--- src/clrt_pkg.sv ---
// ----------------------------------------------------------------------------
// clrt_pkg
// Shared types and constants of the log replication tracker.
// ----------------------------------------------------------------------------
package clrt_pkg;

    localparam int P_PEERS_DEF     = 4;
    localparam int P_LOG_DEPTH_DEF = 1024;

    localparam int IN_DATA_W  = 136;
    localparam int OUT_DATA_W = 176;

    localparam logic [2:0] KIND_APPEND = 3'd0;
    localparam logic [2:0] KIND_INIT   = 3'd1;
    localparam logic [2:0] KIND_RESP   = 3'd2;
    localparam logic [2:0] KIND_BUILD  = 3'd3;
    localparam logic [2:0] KIND_CUT    = 3'd4;

    localparam logic [1:0] STAT_DONE    = 2'd0;
    localparam logic [1:0] STAT_IGNORED = 2'd1;
    localparam logic [1:0] STAT_FULL    = 2'd2;

    localparam logic CFG_IDX_PEER_COUNT = 1'b0;
    localparam logic CFG_IDX_MAX_BATCH  = 1'b1;

    typedef enum logic [2:0] {
        S_IDLE,
        S_EXEC,
        S_MED,
        S_READ,
        S_CHECK,
        S_DONE
    } t_state;

    typedef struct packed {
        logic load;
        logic exec;
        logic med;
        logic check;
        logic fin;
    } t_dp_cmd;

    typedef struct packed {
        logic need_med;
        logic need_read;
        logic out_free;
    } t_dp_stat;

endpackage

--- src/clrt_ctrl.sv ---
// ----------------------------------------------------------------------------
// clrt_ctrl
// Event sequencer: capture, execute, median, ring read, check, deliver.
// ----------------------------------------------------------------------------
module clrt_ctrl (
    input  logic               i_clk,
    input  logic               i_rst_n,
    input  logic               i_in_valid,
    output logic               o_in_ready,
    input  clrt_pkg::t_dp_stat i_stat,
    output clrt_pkg::t_dp_cmd  o_cmd
);
    import clrt_pkg::*;

    t_state r_state, n_state;

    always_ff @(posedge i_clk) begin
        if (!i_rst_n) begin
            r_state <= S_IDLE;
        end else begin
            r_state <= n_state;
        end
    end

    always_comb begin
        n_state = r_state;
        unique case (r_state)
            S_IDLE: begin
                if (i_in_valid) n_state = S_EXEC;
            end
            S_EXEC: begin
                if (i_stat.need_med) n_state = S_MED;
                else if (i_stat.need_read) n_state = S_READ;
                else n_state = S_DONE;
            end
            S_MED:   n_state = S_READ;
            S_READ:  n_state = S_CHECK;
            S_CHECK: n_state = S_DONE;
            S_DONE: begin
                if (i_stat.out_free) n_state = S_IDLE;
            end
            default: n_state = S_IDLE;
        endcase
    end

    always_comb begin
        o_cmd      = '0;
        o_in_ready = 1'b0;
        unique case (r_state)
            S_IDLE: begin
                o_in_ready = 1'b1;
                o_cmd.load = i_in_valid;
            end
            S_EXEC:  o_cmd.exec  = 1'b1;
            S_MED:   o_cmd.med   = 1'b1;
            S_READ:  o_cmd       = '0;
            S_CHECK: o_cmd.check = 1'b1;
            S_DONE:  o_cmd.fin   = 1'b1;
            default: o_cmd       = '0;
        endcase
    end

endmodule

--- config.mk ---
export PLATFORM = sky130hd
export DESIGN_NAME = clrt_ctrl
export DESIGN_NICKNAME = d
export VERILOG_FILES = /design/src/clrt_pkg.sv /design/src/clrt_ctrl.sv
export SDC_FILE = /design/constraint.sdc
export NUM_CORES = 1
export LEC_CHECK = 0
export BUFFER_PORTS_ARGS = -buffer_cell sky130_fd_sc_hd__buf_2
export CORE_AREA = 2 2 39 41
export CTS_CLUSTER_SIZE = 30
export DETAILED_ROUTE_END_ITERATION = 7
export DIE_AREA = 0 0 41 43
export GPL_TIMING_DRIVEN = 0
export PLACE_DENSITY = 0.41
export RECOVER_POWER = 50
export SETUP_SLACK_MARGIN = 0.02
export SYNTH_ARGS = -nofsm -noshare
export SYNTH_HDL_FRONTEND = slang
export SYNTH_SLANG_ARGS = --single-unit
--- constraint.sdc ---
create_clock -name i_clk -period 3.3 [get_ports i_clk]
set_clock_uncertainty 0.15 [all_clocks]
set_input_delay 0.66 -clock i_clk [delete_from_list [all_inputs] [get_ports i_clk]]
set_output_delay 0.66 -clock i_clk [all_outputs]
set_load 0.01 [all_outputs]
Word-level counts from Yosys, hierarchy flattened

Cells that the tools add are included.

Add/sub/neg operators: 0
Order comparisons: 0
Multiply operators: 0
Bitwise gates (word level): 0
Equal/unequal tests: 7
Multiplexer cells: 11
Reductions and logical operators: 2
Shift-type cells: 0
Divide/modulo/power cells: 0

Operators with widths:

| cell                                                             | number |
|---|---|
| 3-bit case mux with 6 select lines                               | 1 |
| 3-bit two-way mux                                                | 4 |
| 3-bit by 2-bit == test with 1-bit output (second input constant) | 2 |
| 3-bit == test (second input constant)                            | 2 |
| 1-bit two-way mux                                                | 6 |
| 2-bit inequality test (second input constant)                    | 2 |
| 3-bit by 1-bit == test with 1-bit output (second input constant) | 1 |
| 3-bit zero test                                                  | 1 |
| 2-bit AND reduction                                              | 1 |

Bits in latches: 0
Logic and storage cells: 21
Memory bits (writable): 0
Output and inout port bits: 6
Flip-flop bits (word level): 3
Input bits: 6
Bits in read-only memories: 0
Memories: 0

Longest topological paths before layout

Depth after elaboration: 3
Mapped depth: 4
Gate-level depth less buffers: 3

Worst setup path after synthesis

No wires, ideal clock.

Kind: reg-to-output
From: register r_state[1]
To: output port o_cmd[4] (netlist name)
Arrival time: 989 ps
Path buffers: 1
Path slack: 1,501 ps
Required time: 2,490 ps
Cell stages (with the launch flop): 4
Cells stage by stage: dfxtp_1 -> buf_6 -> nor3_1 -> and2_1

RTL lines:

| item                   | RTL line        | RTL |
|---|---|---|
| from (decl)            | clrt_ctrl.sv:15 | `t_state r_state, n_state;` |
| from (signal assigned) | clrt_ctrl.sv:21 | `r_state <= n_state;` |
| to (decl)              | clrt_ctrl.sv:11 | `output clrt_pkg::t_dp_cmd o_cmd` |

==> out/results.tsv <==
stage	metric	value	unit
pwr	switching part of the total	29.9	%
critical_path	Reg2Reg Depth	4	
yosys	mapped cell area	193	um^2
cts	CTS max path bufs	2	
timing	Fin. Hold Viols	0	
pwr	P_int	0.110	mW
critical_path	Req. time, crit path	2490	ps
cts	H-tree levels	1	
timing	RSZ-0062 raised after global routing	false	
pwr	clock group share of total power	41.0	%
place	Placer Congestion	0.571	
cts	clk slew on worst S/H paths	40	ps
floorplanning	Die Width	41	um
timing	Worst slew margin	81.0	%
timing	post-layout minimum cycle time	1990	ps
timing	Slew Viols, Final	0	
global_route	total gr overflow	0	
critical_path	startpoint types	flop	
outcome	status	completed	
critical_path	worst setup path endpoint	o_cmd[4]	
timing	setup TNS	0	ps
global_route	vias in the first global route	186	
pwr	Reg power frac	29.2	%
routing	Vias	200	
yosys	distinct cell type count after synthesis	14	
global_route	first-pass GRT wire length	724	um
cells_and_area	Biggest register	r_state	
place	PortBufs	11	
pwr	P_sw	0.0468	mW
routing	post-DR vias/cell	3.77	
yosys	synth warn	0	
critical_path	Crit. End Element	primary output	
worst_hold_path	worst min path class	flop to flop	
pwr	post-layout power	0.157	mW
routing	final wirelength	486	um
floorplanning	die height	43	um
critical_path	reg-to-reg critical path endpoint	r_state[1]$_SDFFE_PN0P_	
timing	Final Cycle Share	60.2	%
place	placed inst area	268	um^2
cts	post-cts hold buffer count	0	
yosys	register bit total from synthesis	3	
cts	clk sinks	3	
pwr	VDD IR max	0.000100	V
cells_and_area	proportion of layout cells with a drive suffix above 1	43.2	%
timing	hold slack	450	ps
yosys	Mean Syn Cell Area	8.76	um^2
pwr	PD cells	554	nW/um^2
routing	DRT antenna net count	0	
routing	DR iter-0 viols	3	
routing	mean routed wirelength per cell	9.17	um
yosys	post-synthesis sequential area ratio	31.2	%
timing	final setup vio count	0	
pwr	LEAKAGE	0.142	nW
timing	Worst-Margin Slew	283	ps
cells_and_area	diodes inserted	0	
floorplanning	I/O pins	12	
timing	Max Freq	0.503	GHz
cells_and_area	final instance area	283	um^2
cts	total CTS buffers	3	
floorplanning	Core ar.	1380	um^2
critical_path	Worst Path Class, Setup	flop to primary output	
pwr	Comb pwr share	29.9	%
critical_path	worst setup path start	r_state[0]$_SDFFE_PN0P_	
global_route	antenna violations before repair	0	
cts	CTS resizes	0	
routing	DRC	0	
place	hpwl dp	370	um
cts	Root Driver	clkbuf_4	
global_route	GRT Total Usage	6.31	%
cts	Post-CTS Setup Bufs	0	
cts	CTS tree	built	
yosys	synthesized instance count	22	
cells_and_area	Syn-to-layout area delta	46.8	%
critical_path	CP Max Fanout	6	
floorplanning	Starting Density	13.9	%
critical_path	Worst Path Arrival	1180	ps
floorplanning	FP Rows	14	
global_route	largest net degree at the start of global routing	10	
cts	clock latency on the worst-skew pair	230	ps
critical_path	register-to-register setup slack	1980	ps
critical_path	r2r startpoint	r_state[1]$_SDFFE_PN0P_	
cells_and_area	Final nets	44	
routing	first drt pass iteration count	2	
yosys	syn nets	28	
run	Max Cap Viol	0	
cells_and_area	fillcell total	167	
floorplanning	Die ar.	1760	um^2
cells_and_area	Top Registers	r_state: 3 flops	
cells_and_area	max reg flops	3	
[critical path, cell delays in order (launching register included)]
cell	delay, ps
dfxtp_1	360
nor3_1	310
and2_1	160
buf_2	120
[synth_stat cells (all sizes together)]
library cell,count,area share [%]
a21o,1,4.5
and3,2,7.1
mux2,1,7.8
inv,3,5.8
o21ai,2,5.2
buf,1,5.8
dfxtp,3,31
a221oi,1,4.5
nor3,4,10
o21ba,1,8.4
nor2b,1,3.2
and2,1,3.2
a21oi,1,2.6
[stage by stage]
step / cells / worst slack (ps) / util, %
2_1_floorplan: 22 / 1500 / -
3_3_place_gp: 49 / 1480 / 19.3
3_5_place_dp: 49 / 1480 / 19.3
4_1_cts: 53 / 1300 / 21.2
5_1_grt: 53 / 1240 / 20.4
6_report: 53 / 1310 / 20.4
[power by group through the flow]
stage / Clock [mW] / Combinational, mW / Sequential, mW
floorplan: 0 / 0.0357 / 0.0452
global placement: 0 / 0.0524 / 0.0469
detailed placement: 0 / 0.0520 / 0.0465
CTS: 0.0679 / 0.0521 / 0.0459
global route: 0.0722 / 0.0528 / 0.0460
finish: 0.0642 / 0.0468 / 0.0457
[metal layers]
layer | vias to the layer above | wire length (um) | GRT usage (%) | share of wire, %
li1 | 106 | - | - | -
met1 | 91 | 204 | 6.37 | 42
met4 | 0 | 0 | 6.00 | 0
met3 | 0 | 21 | 1.57 | 4.3
met2 | 3 | 261 | 9.69 | 54
met5 | - | 0 | 0 | 0
[cells by family after synthesis]
kind of cell           count (synthesis)  share of synthesized area [%]
multiplexers                           1                           7.79
flip-flops                             3                           31.2
AND/OR/NAND/NOR                        8                           24.0
buffers and inverters                  4                           11.7
AO/OA/AOI/OAI                          6                           25.3
[layout by cell type, fill, tap and decap left out, types with 2 or more instances in the layout]
master,count
inv_1,3
nor3_1,4
dfxtp_1,3
clkbuf_4,3
o21ai_0,2
buf_2,10
clkbuf_1,2
[area by class of cell]
| type | count | area (um^2) | share of cell area, % |
|---|---|---|---|
| plain buffers | 1 | 11.3 | 3.98 |
| clock buffers | 4 | 26.3 | 9.29 |
| inverters | 3 | 11.3 | 3.98 |
| multi-input cells | 15 | 100 | 35.4 |
| flip-flops and latches | 3 | 60.1 | 21.2 |
| well taps | 16 | 20.0 | 7.08 |
| repair buffers | 11 | 53.8 | 19.0 |
[worst min path at each step]
stage                       startpoint                      end  slack [ps]  cells past startpoint
6_report       r_state[0]$_SDFFE_PN0P_  r_state[0]$_SDFFE_PN0P_         450                      1
5_1_grt        r_state[0]$_SDFFE_PN0P_  r_state[0]$_SDFFE_PN0P_         460                      1
4_1_cts        r_state[0]$_SDFFE_PN0P_  r_state[0]$_SDFFE_PN0P_         460                      1
3_5_place_dp   r_state[0]$_SDFFE_PN0P_  r_state[0]$_SDFFE_PN0P_         460                      1
3_3_place_gp   r_state[0]$_SDFFE_PN0P_  r_state[0]$_SDFFE_PN0P_         490                      1
2_1_floorplan  r_state[0]$_SDFFE_PN0P_  r_state[0]$_SDFFE_PN0P_         390                      1
Power figures use the tool's default switching activity.
